[src/rtl/core/stlm_pkg.sv]
// Package: shared types and constants of the sorted timer list manager.
`timescale 1ns / 1ps
package stlm_pkg;
  localparam int OPCODE_W = 3;
  localparam int SLOT_W = 6;
  localparam int QUEUE_W = 4;
  localparam int DATA_W = 32;
  localparam int KIND_W = 2;
  localparam int MAX_OUT = 32;

  typedef enum logic [OPCODE_W-1:0] {
    OP_ALLOC = 3'd0, OP_FREE = 3'd1, OP_INIT = 3'd2, OP_SETTIME = 3'd3, OP_TICK = 3'd4
  } op_t;

  localparam logic [KIND_W-1:0] KIND_ALLOC  = 2'd0;
  localparam logic [KIND_W-1:0] KIND_ACK    = 2'd1;
  localparam logic [KIND_W-1:0] KIND_EXPIRY = 2'd2;

  localparam logic [1:0] ST_FREE  = 2'd0;
  localparam logic [1:0] ST_ALLOC = 2'd1;
  localparam logic [1:0] ST_RUN   = 2'd2;

  localparam logic [31:0] NO_DUE = 32'hffffffff;

  // One command word on the input channel.
  typedef struct packed {
    logic [OPCODE_W-1:0]      opcode;
    logic [SLOT_W-1:0]        slot;
    logic [QUEUE_W-1:0]       queue_id;
    logic signed [DATA_W-1:0] payload;
    logic [DATA_W-1:0]        delay;
  } cmd_word_t;

  // One reply word on the output channel.
  typedef struct packed {
    logic [KIND_W-1:0]        kind;
    logic                     ok;
    logic [SLOT_W-1:0]        slot_out;
    logic [QUEUE_W-1:0]       queue_out;
    logic signed [DATA_W-1:0] data_out;
    logic                     last;
  } reply_word_t;

  typedef enum logic [3:0] {
    S_IDLE, S_DECODE, S_SCAN, S_WALK_RD, S_WALK, S_LINK, S_TICK_RD, S_TICK, S_DUE_RD,
    S_OUT
  } state_t;

  // Commands from the controller to the datapath.
  typedef struct packed {
    logic load;      // capture the input word
    logic scan_step; // test one slot for free
    logic rd_head;   // read deadline and link of the head
    logic rd_walk;   // read entry after walk pointer
    logic walk_adv;  // advance the walk pointer
    logic do_simple; // finish free / init / settime check
    logic ins_head;  // insert at list head
    logic ins_after; // insert after walk pointer
    logic tick_inc;  // advance tick count
    logic pop;       // deliver head entry
    logic set_due;   // reload next_due from the entry after the head
    logic emit;      // present a result word
    logic emit_last;
  } cmd_t;

  // Status from the datapath to the controller.
  typedef struct packed {
    op_t  op;
    logic scan_hit;
    logic scan_end;
    logic arm_ok;    // settime on an allocated in-range slot
    logic empty;
    logic head_first;// new deadline goes at head
    logic walk_stop; // insert after walk pointer
    logic due;       // tick has deliveries
    logic head_due;  // head is due now
    logic cnt_full;  // delivered MAX_OUT words
    logic pop_last;  // delivering the head ends this tick
    logic out_busy;  // output register full and not taken
  } stat_t;
endpackage

[src/rtl/core/stlm_ctrl.sv]
// Controller state machine of the sorted timer list manager.
`timescale 1ns / 1ps
module stlm_ctrl (
  input  logic           clk,
  input  logic           rst,
  input  logic           in_valid,
  output logic           in_ready,
  input  stlm_pkg::stat_t st,
  output stlm_pkg::cmd_t  cmd
);
  import stlm_pkg::*;
  state_t state, state_next, ret, ret_next;

  always_ff @(posedge clk) begin
    if (rst) begin
      state <= S_IDLE;
      ret <= S_IDLE;
    end else begin
      state <= state_next;
      ret <= ret_next;
    end
  end

  always_comb begin
    state_next = state;
    ret_next = ret;
    cmd = '0;
    in_ready = 1'b0;
    case (state)
      S_IDLE: begin
        in_ready = 1'b1;
        if (in_valid) begin
          cmd.load = 1'b1;
          state_next = S_DECODE;
        end
      end
      S_DECODE: begin
        case (st.op)
          OP_ALLOC: state_next = S_SCAN;
          OP_TICK: begin
            cmd.tick_inc = 1'b1;
            cmd.rd_head = 1'b1;
            state_next = S_TICK;
          end
          OP_SETTIME: begin
            if (st.arm_ok) begin
              cmd.rd_head = 1'b1;
              state_next = S_WALK_RD;
            end else begin
              cmd.do_simple = 1'b1;
              cmd.emit = 1'b1;
              cmd.emit_last = 1'b1;
              state_next = S_OUT;
              ret_next = S_IDLE;
            end
          end
          default: begin
            cmd.do_simple = 1'b1;
            cmd.emit = 1'b1;
            cmd.emit_last = 1'b1;
            state_next = S_OUT;
            ret_next = S_IDLE;
          end
        endcase
      end
      S_SCAN: begin
        cmd.scan_step = 1'b1;
        if (st.scan_hit || st.scan_end) begin
          cmd.emit = 1'b1;
          cmd.emit_last = 1'b1;
          state_next = S_OUT;
          ret_next = S_IDLE;
        end
      end
      S_WALK_RD: begin
        // head deadline now registered
        if (st.empty || st.head_first) begin
          cmd.ins_head = 1'b1;
          cmd.emit = 1'b1;
          cmd.emit_last = 1'b1;
          state_next = S_OUT;
          ret_next = S_IDLE;
        end else begin
          cmd.rd_walk = 1'b1;
          state_next = S_WALK;
        end
      end
      S_WALK: begin
        if (st.walk_stop) begin
          cmd.ins_after = 1'b1;
          state_next = S_LINK;
        end else begin
          cmd.walk_adv = 1'b1;
          cmd.rd_walk = 1'b1;
        end
      end
      S_LINK: begin
        cmd.emit = 1'b1;
        cmd.emit_last = 1'b1;
        state_next = S_OUT;
        ret_next = S_IDLE;
      end
      S_TICK: begin
        if (st.due) begin
          state_next = S_TICK_RD;
        end else begin
          cmd.emit = 1'b1;
          cmd.emit_last = 1'b1;
          state_next = S_OUT;
          ret_next = S_IDLE;
        end
      end
      S_TICK_RD: begin
        // The delivery that ends the tick carries the last mark and reloads next_due.
        if (!st.empty && st.head_due && !st.cnt_full) begin
          cmd.pop = 1'b1;
          cmd.emit = 1'b1;
          cmd.emit_last = st.pop_last;
          cmd.set_due = st.pop_last;
          state_next = S_OUT;
          ret_next = st.pop_last ? S_IDLE : S_DUE_RD;
        end else begin
          cmd.emit = 1'b1;
          cmd.emit_last = 1'b1;
          state_next = S_OUT;
          ret_next = S_IDLE;
        end
      end
      S_DUE_RD: begin
        cmd.rd_head = 1'b1;
        state_next = S_TICK_RD;
      end
      S_OUT: begin
        if (!st.out_busy) state_next = ret;
      end
      default: state_next = S_IDLE;
    endcase
  end
endmodule

[config.mk]
export PLATFORM = sky130hd
export DESIGN_NAME = stlm_ctrl
export DESIGN_NICKNAME = d
export VERILOG_FILES = /design/src/rtl/core/stlm_pkg.sv /design/src/rtl/core/stlm_ctrl.sv
export SDC_FILE = /design/constraint.sdc
export NUM_CORES = 1
export LEC_CHECK = 0
export BUFFER_PORTS_ARGS = -buffer_cell sky130_fd_sc_hd__buf_4
export CORE_MARGIN = 2
export CORE_UTILIZATION = 30
export CTS_CLUSTER_DIAMETER = 40
export CTS_CLUSTER_SIZE = 14
export DETAILED_ROUTE_END_ITERATION = 16
export GPL_TIMING_DRIVEN = 0
export PLACE_DENSITY = 0.65
export SLEW_MARGIN = 20
export SYNTH_ARGS = -nofsm -noshare
export SYNTH_HDL_FRONTEND = slang
export SYNTH_SLANG_ARGS = --single-unit
[constraint.sdc]
create_clock -name clk -period 1.2 [get_ports clk]
set_input_delay 0.06 -clock clk [delete_from_list [all_inputs] [get_ports clk]]
set_output_delay 0.06 -clock clk [all_outputs]
set_load 0.005 [all_outputs]
==> results.sh <==
export IMPL_status="complete, but fails checks"
export IMPL_violations="negative setup slack"
export IMPL_drtAntennaViolNets=0
export IMPL_overflow=0
export IMPL_vias_per_cell=5.368
export IMPL_die_w_um=48.46
export IMPL_async_reset_ff_share_pct=0
export IMPL_final_cell_mix="buf_4, buf_6, nor2_1, nand2_1, nor3_2"
export IMPL_yosysWarnings=0
export IMPL_synth_top_cell_area_share_pct=16.88
export IMPL_placed_cells=137
export IMPL_rows=16
export IMPL_post_route_period_util_pct=130.9
export IMPL_grt_pass1_vias=729
export IMPL_antenna_found_initial=0
export IMPL_clk_insertion_delay_late_ns=0.26
export IMPL_layout_core_utilization_pct=58.14
export IMPL_hold_depth=2
export IMPL_arrival_ns=1.51
export IMPL_vias=816
export IMPL_portBuffers=30
export IMPL_p_leak_nw=0.4993
export IMPL_drtIter0Drc=15
export IMPL_p_per_area_mw_per_mm2=2142
export IMPL_synth_cells=80
export IMPL_cp_top_family="simple AND/OR/NAND/NOR gates"
export IMPL_crit_path_cell_trace="buf_6 -> buf_4 -> nor4_4 -> nor4_4 -> o21ai_1 -> buf_4"
export IMPL_synth_nets=97
export IMPL_cts_root_buf="clkbuf_4"
export IMPL_synth_seq_area_share_pct=16.88
export IMPL_yosys_area_top_type="dfxtp_1"
export IMPL_setup_viol=19
export IMPL_synthesis_area_um2=593.1
export IMPL_cts_buffer_depth=2
export IMPL_path_max_fanout=7
export IMPL_drt_wl_total_um=2266
export IMPL_path_depth=6
export IMPL_grt_usage_pct=17.18
export IMPL_timing_fmax_ghz=0.6368
export IMPL_crit_path_top_delay_cell="nor4_4"
export IMPL_antennaDiodeCount=0
export IMPL_syn_avg_cell_area_um2=7.413
export IMPL_core_mm2=0.001922
export IMPL_synthFlopType="dfxtp_1"
export IMPL_worst_pin_slew_ns=0.4690
export IMPL_crit_path_end_kind="primary output"
export IMPL_fp_dieArea_mm2=0.002348
export IMPL_grt_max_degree=11
export IMPL_fin_crit_ns=1.570
export IMPL_htree_levels=1
export IMPL_io_pins=31
export IMPL_start_kind="register"
export IMPL_cts_sinks=5
export IMPL_ys_types=39
export IMPL_rsz0062_at_grt="true"
export IMPL_ir_worst_vdd_mv=1.221
export IMPL_ys_seq_elements=5
export IMPL_worst_slack_ns=-0.3704
export IMPL_die_height_um=48.46
export IMPL_drt_drc_violations_left=0
export IMPL_cts_tree="done"
export IMPL_gp_congestion=0.7603
export IMPL_dp_hpwl_um=1415
export IMPL_slew_violations=0
export IMPL_area_growth_pct=88.40
export IMPL_firstDrtPassIters=4
export IMPL_hold_viol_final=0
export IMPL_required_ns=1.14
export IMPL_final_nets=143
export IMPL_drive_above_1_share_pct=62.40
export IMPL_netlist_top_cells_area="dfxtp_1, nor4_4, nor2_1, nor3_1, nand2_1"
export IMPL_clkTransAtPathRegs_ns=0.05
export IMPL_cts_buffers=3
export IMPL_slowest_delay_ns=0.37
export IMPL_maxCapViolCount=0
export IMPL_final_cells=152
export IMPL_mostFrequentLayoutCell="buf_4"
export IMPL_skew_ns=0.001340
export IMPL_route_detailed_wl_per_inst_um=14.91
export IMPL_slew_headroom_pct=68.62
export IMPL_synth_edf_count=0
export IMPL_grt_pass1_wl_um=3180
export IMPL_critPathBufInv=3
export IMPL_crit_type="reg2out"
export IMPL_hp_class="in2reg"
export IMPL_rr_worst_depth=7
export IMPL_start_util_pct=30.86
## power breakdown
| part | switching, mW | internal [mW] |
|---|---|---|
| Clock | 0.0946 | 0.122 |
| Combinational | 0.895 | 0.956 |
| Sequential | 0.0835 | 0.242 |
## logic make-up after synthesis
group	synth area share (%)
simple gates	51.27
compound gates	22.79
buf+inv	7.384
flops	16.88
mux	1.688
## per-layer routing
layer	wire length, um	global-route usage [%]
met5	0	0
met4	49	6.190
met3	142	5.247
met2	1203	32.41
met1	870	17.78
## synth_stat cells (all sizes together) (2+ instances only)
cell type,number
o21ai,4
buf,4
clkbuf,2
nand2b,2
nor4,4
nor3b,2
nor2b,3
nand3,2
nor3,8
dfxtp,5
nand2,7
a21oi,5
nor2,11
and4b,2
## state kept, by name, indices dropped and copies added (netlist names)
signal	count
ret	1
state	4
## final timing paths
check           start        to  slack [ns]
max          state[2]    cmd[0]       -0.37
min               rst  state[2]        0.02
max reg2reg  state[2]  state[3]       -0.30
min reg2reg    ret[3]    ret[3]        0.57
## final cells by class
cell class / instances / area (um2)
fillers: 163 / 804.5
multi-input cells: 68 / 564.3
repair buffers: 42 / 334.1
flip-flops and latches: 5 / 107.6
plain buffers: 5 / 46.29
well taps: 27 / 33.78
clock buffers: 3 / 22.52
clock inverters: 1 / 5.005
inverters: 1 / 3.754
## repair_timing
item / 4_1_cts / 5_1_grt
hold buffers: 0 / 0
setup endpoints to repair: 19 / 19
setup buffers: 3 / 9
gates resized for setup: 17 / 25
pin swaps: 5 / 6
## through the flow
step	setup WS [ns]	setup TNS [ns]	cell area, um2	total power [mW]	hold slack [ns]
floorplan	-0.07331	-0.1148	609.3	1.144	0.1291
finish	-0.3704	-4.408	1117	2.394	0.02015
detailed placement	-0.2507	-1.440	868.3	1.606	0.2841
CTS	-0.4079	-4.634	985.9	2.030	0.01728
global route	-0.4498	-5.439	1117	2.522	0.01411
global placement	-0.2493	-1.333	868.3	1.587	0.2821
Note: power is estimated with default switching activity, not from simulation.
