[config.mk]
export PLATFORM = sky130hd
export DESIGN_NAME = stlm_dp
export DESIGN_NICKNAME = d
export VERILOG_FILES = /design/src/rtl/core/stlm_pkg.sv /design/src/rtl/core/stlm_dp.sv
export SDC_FILE = /design/constraint.sdc
export NUM_CORES = 2
export LEC_CHECK = 0
export CAP_MARGIN = 10
export CORE_ASPECT_RATIO = 0.9
export CORE_MARGIN = 2
export CORE_UTILIZATION = 45
export DETAILED_ROUTE_END_ITERATION = 10
export DONT_BUFFER_PORTS = 1
export PLACE_DENSITY = 0.7
export SYNTH_ARGS = -nofsm -noshare
export SYNTH_HDL_FRONTEND = slang
export SYNTH_SLANG_ARGS = --single-unit
[constraint.sdc]
create_clock -name clk -period 8.33 [get_ports clk]
set_clock_uncertainty 0.2 [all_clocks]
set_input_delay 0.4165 -clock clk [delete_from_list [all_inputs] [get_ports clk]]
set_output_delay 0.4165 -clock clk [all_outputs]
set_load 0.05 [all_outputs]
[src/rtl/core/stlm_pkg.sv]
// Package: shared types and constants of the sorted timer list manager.
`timescale 1ns / 1ps
package stlm_pkg;
  localparam int OPCODE_W = 3;
  localparam int SLOT_W = 6;
  localparam int QUEUE_W = 4;
  localparam int DATA_W = 32;
  localparam int KIND_W = 2;
  localparam int MAX_OUT = 32;

  typedef enum logic [OPCODE_W-1:0] {
    OP_ALLOC = 3'd0, OP_FREE = 3'd1, OP_INIT = 3'd2, OP_SETTIME = 3'd3, OP_TICK = 3'd4
  } op_t;

  localparam logic [KIND_W-1:0] KIND_ALLOC  = 2'd0;
  localparam logic [KIND_W-1:0] KIND_ACK    = 2'd1;
  localparam logic [KIND_W-1:0] KIND_EXPIRY = 2'd2;

  localparam logic [1:0] ST_FREE  = 2'd0;
  localparam logic [1:0] ST_ALLOC = 2'd1;
  localparam logic [1:0] ST_RUN   = 2'd2;

  localparam logic [31:0] NO_DUE = 32'hffffffff;

  // One command word on the input channel.
  typedef struct packed {
    logic [OPCODE_W-1:0]      opcode;
    logic [SLOT_W-1:0]        slot;
    logic [QUEUE_W-1:0]       queue_id;
    logic signed [DATA_W-1:0] payload;
    logic [DATA_W-1:0]        delay;
  } cmd_word_t;

  // One reply word on the output channel.
  typedef struct packed {
    logic [KIND_W-1:0]        kind;
    logic                     ok;
    logic [SLOT_W-1:0]        slot_out;
    logic [QUEUE_W-1:0]       queue_out;
    logic signed [DATA_W-1:0] data_out;
    logic                     last;
  } reply_word_t;

  typedef enum logic [3:0] {
    S_IDLE, S_DECODE, S_SCAN, S_WALK_RD, S_WALK, S_LINK, S_TICK_RD, S_TICK, S_DUE_RD,
    S_OUT
  } state_t;

  // Commands from the controller to the datapath.
  typedef struct packed {
    logic load;      // capture the input word
    logic scan_step; // test one slot for free
    logic rd_head;   // read deadline and link of the head
    logic rd_walk;   // read entry after walk pointer
    logic walk_adv;  // advance the walk pointer
    logic do_simple; // finish free / init / settime check
    logic ins_head;  // insert at list head
    logic ins_after; // insert after walk pointer
    logic tick_inc;  // advance tick count
    logic pop;       // deliver head entry
    logic set_due;   // reload next_due from the entry after the head
    logic emit;      // present a result word
    logic emit_last;
  } cmd_t;

  // Status from the datapath to the controller.
  typedef struct packed {
    op_t  op;
    logic scan_hit;
    logic scan_end;
    logic arm_ok;    // settime on an allocated in-range slot
    logic empty;
    logic head_first;// new deadline goes at head
    logic walk_stop; // insert after walk pointer
    logic due;       // tick has deliveries
    logic head_due;  // head is due now
    logic cnt_full;  // delivered MAX_OUT words
    logic pop_last;  // delivering the head ends this tick
    logic out_busy;  // output register full and not taken
  } stat_t;
endpackage

[src/rtl/core/stlm_dp.sv]
// Datapath of the sorted timer list manager: slot memories, list registers, output word.
`timescale 1ns / 1ps
module stlm_dp #(
  parameter int SLOTS = 32
) (
  input  logic                           clk,
  input  logic                           rst,
  input  logic [stlm_pkg::OPCODE_W-1:0]  opcode,
  input  logic [stlm_pkg::SLOT_W-1:0]    slot,
  input  logic [stlm_pkg::QUEUE_W-1:0]   queue_id,
  input  logic signed [stlm_pkg::DATA_W-1:0] payload,
  input  logic [stlm_pkg::DATA_W-1:0]    delay,
  input  stlm_pkg::cmd_t                 cmd,
  output stlm_pkg::stat_t                st,
  output logic                           out_valid,
  input  logic                           out_ready,
  output logic [stlm_pkg::KIND_W-1:0]    kind,
  output logic                           ok,
  output logic [stlm_pkg::SLOT_W-1:0]    slot_out,
  output logic [stlm_pkg::QUEUE_W-1:0]   queue_out,
  output logic signed [stlm_pkg::DATA_W-1:0] data_out,
  output logic                           last
);
  import stlm_pkg::*;
  localparam int IW = (SLOTS > 1) ? $clog2(SLOTS) : 1;
  localparam int LW = $clog2(SLOTS + 1);
  localparam int CW = $clog2(MAX_OUT + 1);

  logic [1:0]            slot_state [SLOTS];
  logic [31:0]           deadline_mem [SLOTS];
  logic [IW-1:0]         link_mem [SLOTS];
  logic [QUEUE_W-1:0]    queue_mem [SLOTS];
  logic [31:0]           data_mem [SLOTS];

  op_t           op_r;
  logic [SLOT_W-1:0] slot_r;
  logic [QUEUE_W-1:0] queue_r;
  logic [31:0]   payload_r, delay_r, dl_new;
  logic [31:0]   tick_count, next_due;
  logic [IW-1:0] list_head, walk, scan_i;
  logic [LW-1:0] list_length, walk_n;
  logic [CW-1:0] out_cnt;
  logic [31:0]   rd_dl, rd_next_dl;
  logic [IW-1:0] rd_link;
  logic          ok_r, in_range;
  logic [IW-1:0] sidx;

  assign sidx = slot_r[IW-1:0];
  assign in_range = ({26'd0, slot_r} < 32'(SLOTS));
  assign dl_new = tick_count + delay_r;

  always_comb begin
    st = '0;
    st.op = op_r;
    st.scan_hit = (slot_state[scan_i] == ST_FREE);
    st.scan_end = (32'(scan_i) == 32'(SLOTS - 1));
    st.arm_ok = in_range && (slot_state[sidx] == ST_ALLOC);
    st.empty = (list_length == '0);
    st.head_first = (dl_new <= rd_dl);
    st.walk_stop = (walk_n >= list_length) || (dl_new <= rd_dl);
    st.due = (list_length != '0) && (next_due <= tick_count);
    st.head_due = (rd_dl <= tick_count);
    st.cnt_full = (out_cnt == CW'(MAX_OUT));
    st.pop_last = (list_length == LW'(1)) || (out_cnt == CW'(MAX_OUT - 1)) ||
                  (rd_next_dl > tick_count);
    st.out_busy = out_valid && !out_ready;
  end

  // Slot memories.
  always_ff @(posedge clk) begin
    if (cmd.rd_head) begin
      rd_dl <= deadline_mem[list_head];
      rd_link <= link_mem[list_head];
      rd_next_dl <= deadline_mem[link_mem[list_head]];
    end else if (cmd.rd_walk) begin
      rd_dl <= deadline_mem[link_mem[cmd.walk_adv ? rd_link : walk]];
      rd_link <= link_mem[cmd.walk_adv ? rd_link : walk];
    end
    if (cmd.do_simple && op_r == OP_INIT && in_range) begin
      queue_mem[sidx] <= queue_r;
      data_mem[sidx] <= payload_r;
    end
    if (cmd.ins_head) begin
      deadline_mem[sidx] <= dl_new;
      link_mem[sidx] <= list_head;
    end
    if (cmd.ins_after) begin
      deadline_mem[sidx] <= dl_new;
      link_mem[sidx] <= (walk_n >= list_length) ? rd_link : link_mem[walk];
      link_mem[walk] <= sidx;
    end
  end

  always_ff @(posedge clk) begin
    if (rst) begin
      for (int i = 0; i < SLOTS; i++) slot_state[i] <= ST_FREE;
      tick_count <= '0;
      list_head <= '0;
      list_length <= '0;
      next_due <= NO_DUE;
      out_valid <= 1'b0;
      op_r <= OP_ALLOC;
      scan_i <= '0;
      walk <= '0;
      walk_n <= '0;
      out_cnt <= '0;
      ok_r <= 1'b0;
    end else begin
      if (out_valid && out_ready) out_valid <= 1'b0;
      if (cmd.load) begin
        op_r <= op_t'(opcode);
        scan_i <= '0;
        out_cnt <= '0;
        ok_r <= 1'b0;
      end
      if (cmd.scan_step) begin
        if (st.scan_hit) begin
          slot_state[scan_i] <= ST_ALLOC;
          ok_r <= 1'b1;
        end else if (!st.scan_end) begin
          scan_i <= scan_i + 1'b1;
        end
      end
      if (cmd.do_simple && in_range) begin
        if (op_r == OP_FREE && slot_state[sidx] != ST_RUN) begin
          slot_state[sidx] <= ST_FREE;
          ok_r <= 1'b1;
        end
        if (op_r == OP_INIT) ok_r <= 1'b1;
      end
      if (cmd.rd_head && op_r == OP_SETTIME) begin
        walk <= list_head;
        walk_n <= LW'(1);
      end
      if (cmd.walk_adv) begin
        walk <= rd_link;
        walk_n <= walk_n + 1'b1;
      end
      if (cmd.ins_head || cmd.ins_after) begin
        slot_state[sidx] <= ST_RUN;
        list_length <= list_length + 1'b1;
        ok_r <= 1'b1;
      end
      if (cmd.ins_head) begin
        list_head <= sidx;
        next_due <= dl_new;
      end
      if (cmd.tick_inc) tick_count <= tick_count + 1'b1;
      if (cmd.pop) begin
        slot_state[list_head] <= ST_ALLOC;
        list_head <= rd_link;
        list_length <= list_length - 1'b1;
        out_cnt <= out_cnt + 1'b1;
      end
      // Issued with the final delivery of a tick: next_due takes the deadline of the entry after the head.
      if (cmd.set_due) next_due <= (list_length != LW'(1)) ? rd_next_dl : NO_DUE;
      if (cmd.emit) out_valid <= 1'b1;
    end
  end

  // Result word register.
  always_ff @(posedge clk) begin
    if (cmd.emit) begin
      last <= cmd.emit_last;
      queue_out <= '0;
      data_out <= '0;
      if (cmd.pop) begin
        kind <= KIND_EXPIRY;
        ok <= 1'b1;
        slot_out <= SLOT_W'(list_head);
        queue_out <= queue_mem[list_head];
        data_out <= data_mem[list_head];
      end else if (op_r == OP_ALLOC) begin
        kind <= KIND_ALLOC;
        ok <= st.scan_hit;
        slot_out <= st.scan_hit ? SLOT_W'(scan_i) : '0;
      end else if (op_r == OP_TICK) begin
        kind <= KIND_ACK;
        ok <= 1'b1;
        slot_out <= '0;
      end else begin
        kind <= KIND_ACK;
        ok <= cmd.ins_head ? 1'b1 : (op_r == OP_SETTIME ? ok_r : (in_range &&
              (op_r == OP_INIT || (op_r == OP_FREE && slot_state[sidx] != ST_RUN))));
        slot_out <= slot_r;
      end
    end
  end

  always_ff @(posedge clk) begin
    if (cmd.load) begin
      slot_r <= slot;
      queue_r <= queue_id;
      payload_r <= payload;
      delay_r <= delay;
    end
  end
endmodule

==> results.txt <==
----------------------------------------------------
[Status]
  Outcome ... complete, no violations

[STA]
  Final-layout setup total negative slack ... 0 ns
  FMAX ... 137 MHz
  Setup WS post-layout ... 1.02 ns
  Tcrit/Tclk final ... 0.877
  Final Setup Violations ... 0
  Worst max-slew margin expressed relative to the limit ... 0.115
  Pins over their slew limit ... 0
  Final hold violation count ... 0
  Clock period minus final worst setup slack ... 7.31 ns
  Unrepaired setup endpoints after global routing ... no
  Slew at the pin with the worst max-slew slack ... 1.33 ns
  Hold WS ... 0.0340 ns

[Place]
  Minimum setup slack after placement ... 1.95 ns
  Routability congestion estimate ... 0.958
  DPL Wire Length ... 228000 µm
  Port-buffer cells ... 0

[Floorplan]
  DIE HEIGHT ... 516 µm
  Row Count ... 187
  Initial cell density of the core ... 0.453
  Horiz. Die Dim ... 573 µm
  Number of top-level pins ... 154
  Area of the die ... 295000 µm²
  Core area ... 289000 µm²

[Route]
  Vias after detailed routing ... 84.2k
  Routed vias/inst ... 6.78
  DR DRC count ... 0
  Detailed Route WL ... 423000 µm
  Detailed router's first-iteration violation count ... 13.2k
  Number of nets still failing antenna checks after routing ... 0
  Wire length per cell after detailed routing ... 34.1 µm
  Iteration count of the initial detailed-routing pass ... 9

[Synthesis]
  EDFF count, synth ... 2525
  Sequential area share after synthesis ... 0.607
  Number of storage elements in the synthesis netlist ... 2706
  Mean cell area of the mapped netlist ... 15.9 µm²
  Portion of synthesized cell area occupied by the leading cell type ... 0.579
  Biggest area consumer among synthesized cells ... sky130_fd_sc_hd__edfxtp_1
  Cell count after synthesis ... 8257
  Async set or reset register ratio after synthesis ... 0
  Netlist area before placement ... 131000 µm²
  Post-Syn Nets ... 8529
  Cells taking the most area after synthesis ... sky130_fd_sc_hd__edfxtp_1 (58%), sky130_fd_sc_hd__mux4_2 (17%), sky130_fd_sc_hd__mux2i_1 (4.8%)
  Most used flip-flop cell after synthesis ... sky130_fd_sc_hd__edfxtp_1
  Number of library cell types mapped by synthesis ... 71
  Yosys warns ... 0

[Setup path]
  Largest fanout on the critical path ... 33
  Critical Path End Type ... output pin
  Start-to-end type of the worst setup path ... reg -> out
  Sort of element at the start of the critical path ... flip-flop
  CP Data Required Time ... 7.71 ns
  Arrival time reported for the critical path endpoint ... 6.69 ns

[Power]
  Static Leak ... 0.0487 µW
  Switching part of the total ... 0.335
  Sequential share of power ... 0.389
  Worst VDD drop ... 0.000399 V
  Clk network pwr share ... 0.294
  Portion of total power attributed to combinational logic ... 0.318
  Pwr dens ... 290 nW/µm²
  Switching Power ... 14200 µW
  Internal power component ... 28200 µW

[Flow run]
  Number of max-cap violations ... 0

[Clock network]
  Clock transition at the registers of the reported paths ... 0.06 ns
  Count of H-tree levels built during CTS ... 5
  CTS tree ... done
  Largest buffer count on any clock path ... 4
  Total number of clock tree sinks ... 2706
  Clock buffer count from CTS ... 281
  Clock latency on the worst-skew pair ... 0.89 ns
  Cell chosen for the clock root ... sky130_fd_sc_hd__clkbuf_16
  Cts repair resizes ... 0

[Global routing]
  Grt ovf ... 0
  GR Util All Layers ... 0.282
  Pin count of the biggest net entering global routing ... 157
  First-pass GRT wire length ... 597000 µm
  Via count of the first global-routing pass ... 82.3k
  Antenna violations before repair ... 29

[Hold path]
  Path class of the lowest-slack min-delay path ... in -> reg

[Finish]
  Fraction of layout cells with a size suffix above 1 ... 0.232
  Area grow syn2layout ... 11.7%
  Post-layout net count ... 8573

----------------------------------------------------
[layout by cell type, fill, tap and decap left out, types with 173 or more instances in the layout]
| cell | netlist | routed |
|---|---|---|
| sky130_fd_sc_hd__edfxtp_1 | 2525 | 2525 |
| sky130_fd_sc_hd__mux4_2 | 974 | 974 |
| sky130_fd_sc_hd__nand2_1 | 899 | 899 |
| sky130_fd_sc_hd__mux2i_1 | 624 | 619 |
| sky130_fd_sc_hd__clkbuf_16 | 0 | 291 |
| sky130_fd_sc_hd__nand3_1 | 250 | 250 |
| sky130_fd_sc_hd__nor2_1 | 291 | 245 |
| sky130_fd_sc_hd__mux2_2 | 231 | 231 |
| sky130_fd_sc_hd__buf_4 | 55 | 193 |
| sky130_fd_sc_hd__ha_1 | 178 | 178 |
| sky130_fd_sc_hd__dfxtp_1 | 181 | 173 |
[worst paths after layout]
check / start / endpoint / slack (ns) / cells after the start
setup / recovery: tick_count[0]$_SDFFE_PP0P_ / st[5] / 1.02 / 25
hold / removal: cmd[10] / walk_n[1]$_SDFFE_PP0N_ / 0.03 / 4
setup reg to reg: rd_link[0]$_DFFE_PP_ / rd_dl[16]$_DFFE_PP_ / 2.57 / 12
hold reg to reg: next_due[19]$_SDFFE_PP1P_ / next_due[19]$_SDFFE_PP1P_ / 0.28 / 2
[synth_stat cells, types with 32 or more instances]
master	number
sky130_fd_sc_hd__mux4_2	974
sky130_fd_sc_hd__clkbuf_1	349
sky130_fd_sc_hd__a22oi_1	105
sky130_fd_sc_hd__a22o_1	102
sky130_fd_sc_hd__inv_1	166
sky130_fd_sc_hd__ha_1	178
sky130_fd_sc_hd__nand4_1	47
sky130_fd_sc_hd__mux2i_1	624
sky130_fd_sc_hd__nor2_1	291
sky130_fd_sc_hd__a221oi_1	83
sky130_fd_sc_hd__buf_4	55
sky130_fd_sc_hd__a21o_1	55
sky130_fd_sc_hd__o211ai_1	131
sky130_fd_sc_hd__mux2_2	231
sky130_fd_sc_hd__buf_2	109
sky130_fd_sc_hd__dfxtp_1	181
sky130_fd_sc_hd__a31oi_1	46
sky130_fd_sc_hd__buf_1	83
sky130_fd_sc_hd__nand2_1	899
sky130_fd_sc_hd__a221o_1	54
sky130_fd_sc_hd__o22ai_1	42
sky130_fd_sc_hd__xnor2_1	48
sky130_fd_sc_hd__o221ai_1	32
sky130_fd_sc_hd__nor3_1	37
sky130_fd_sc_hd__edfxtp_1	2525
sky130_fd_sc_hd__o21ai_0	137
sky130_fd_sc_hd__nand3_1	250
sky130_fd_sc_hd__a21oi_1	147
[worst max-delay path: stages (launching register included)]
cell,delay (ns)
sky130_fd_sc_hd__dfxtp_1,0.39
sky130_fd_sc_hd__ha_1,0.24
sky130_fd_sc_hd__inv_1,0.07
sky130_fd_sc_hd__fa_1,0.22
sky130_fd_sc_hd__nand2b_1,0.15
sky130_fd_sc_hd__a21oi_1,0.12
sky130_fd_sc_hd__o31ai_1,0.56
sky130_fd_sc_hd__a21oi_1,0.27
sky130_fd_sc_hd__a21oi_1,0.35
sky130_fd_sc_hd__o21ai_0,0.24
sky130_fd_sc_hd__a21o_1,0.23
sky130_fd_sc_hd__a21oi_1,0.31
sky130_fd_sc_hd__xnor2_2,0.16
sky130_fd_sc_hd__buf_4,0.37
sky130_fd_sc_hd__ha_1,0.33
sky130_fd_sc_hd__a21o_1,0.17
sky130_fd_sc_hd__a21o_1,0.17
sky130_fd_sc_hd__a21oi_1,0.15
sky130_fd_sc_hd__nor2b_1,0.06
sky130_fd_sc_hd__o21ai_0,0.15
sky130_fd_sc_hd__nand2b_1,0.07
sky130_fd_sc_hd__a21oi_1,0.14
sky130_fd_sc_hd__o21ai_0,0.21
sky130_fd_sc_hd__o211ai_1,0.29
sky130_fd_sc_hd__buf_4,0.24
sky130_fd_sc_hd__buf_8,0.17
[metal layers]
metal / wire length, µm / share of wire / GRT usage
met5: 171 / 0.00040 / 0
met4: 24800 / 0.059 / 0.146
met3: 56500 / 0.13 / 0.0768
met2: 188000 / 0.44 / 0.422
met1: 154000 / 0.36 / 0.377
[registers in the layout (all words and copies together) (netlist names), 5 cells and up, named ones only]
register	flops
walk_n	6
link_mem	160
out_cnt	6
data_out	32
next_due	32
slot_r	6
list_length	6
tick_count	32
deadline_mem	1024
slot_out	6
queue_mem	128
rd_next_dl	32
delay_r	32
scan_i	5
walk	5
rd_link	5
payload_r	32
list_head	5
rd_dl	32
data_mem	1024
slot_state	64
[power groups by stage]
stage | combinational (µW) | sequential (µW) | clock, µW
3_3_place_gp | 12800 | 16700 | 0
4_1_cts | 13200 | 16400 | 12500
3_5_place_dp | 13000 | 16700 | 0
5_1_grt | 14100 | 16500 | 13100
6_report | 13500 | 16500 | 12400
2_1_floorplan | 9310 | 16200 | 0
[cells by family (layout without fill, tap and decap cells)]
group           Yosys count  count (layout)  synth area share
compound gates         1035            1035            0.0568
buf+inv                 769            1025            0.0250
mux                    1830            1830             0.235
other cells               0              23                 0
flops                  2706            2706             0.607
xor+xnor                 60              60           0.00401
fa+ha+maj               179             179            0.0172
simple gates           1678            1678            0.0552
[what timing repair did]
action                     4_1_cts  5_1_grt
setup endpoints to repair        0        0
hold buffers                   151        0
hold endpoints to repair       454        0
buffers inserted                 0        0
[area by class of cell]
class                   count  area (µm²)
clock buffers             345        7500
multi-input cells        4782       48900
diodes                     23        57.6
repair buffers            363        3430
well taps                3874        4850
inverters                 167         627
fillers                 23098      143000
clock inverters           150        1350
flip-flops and latches   2706       79500
[through the flow]
stage | total power, µW | std cells | area [µm²] | utilization
after floorplan | 25500 | 8257 | 131000 | -
after global placement | 29500 | 11740 | 136000 | 0.470
after detailed placement | 29700 | 11740 | 136000 | 0.470
after CTS | 42100 | 12386 | 146000 | 0.506
after global routing | 43600 | 12395 | 146000 | 0.506
final | 42400 | 12410 | 146000 | 0.506
Power figures use the tool's default switching activity.
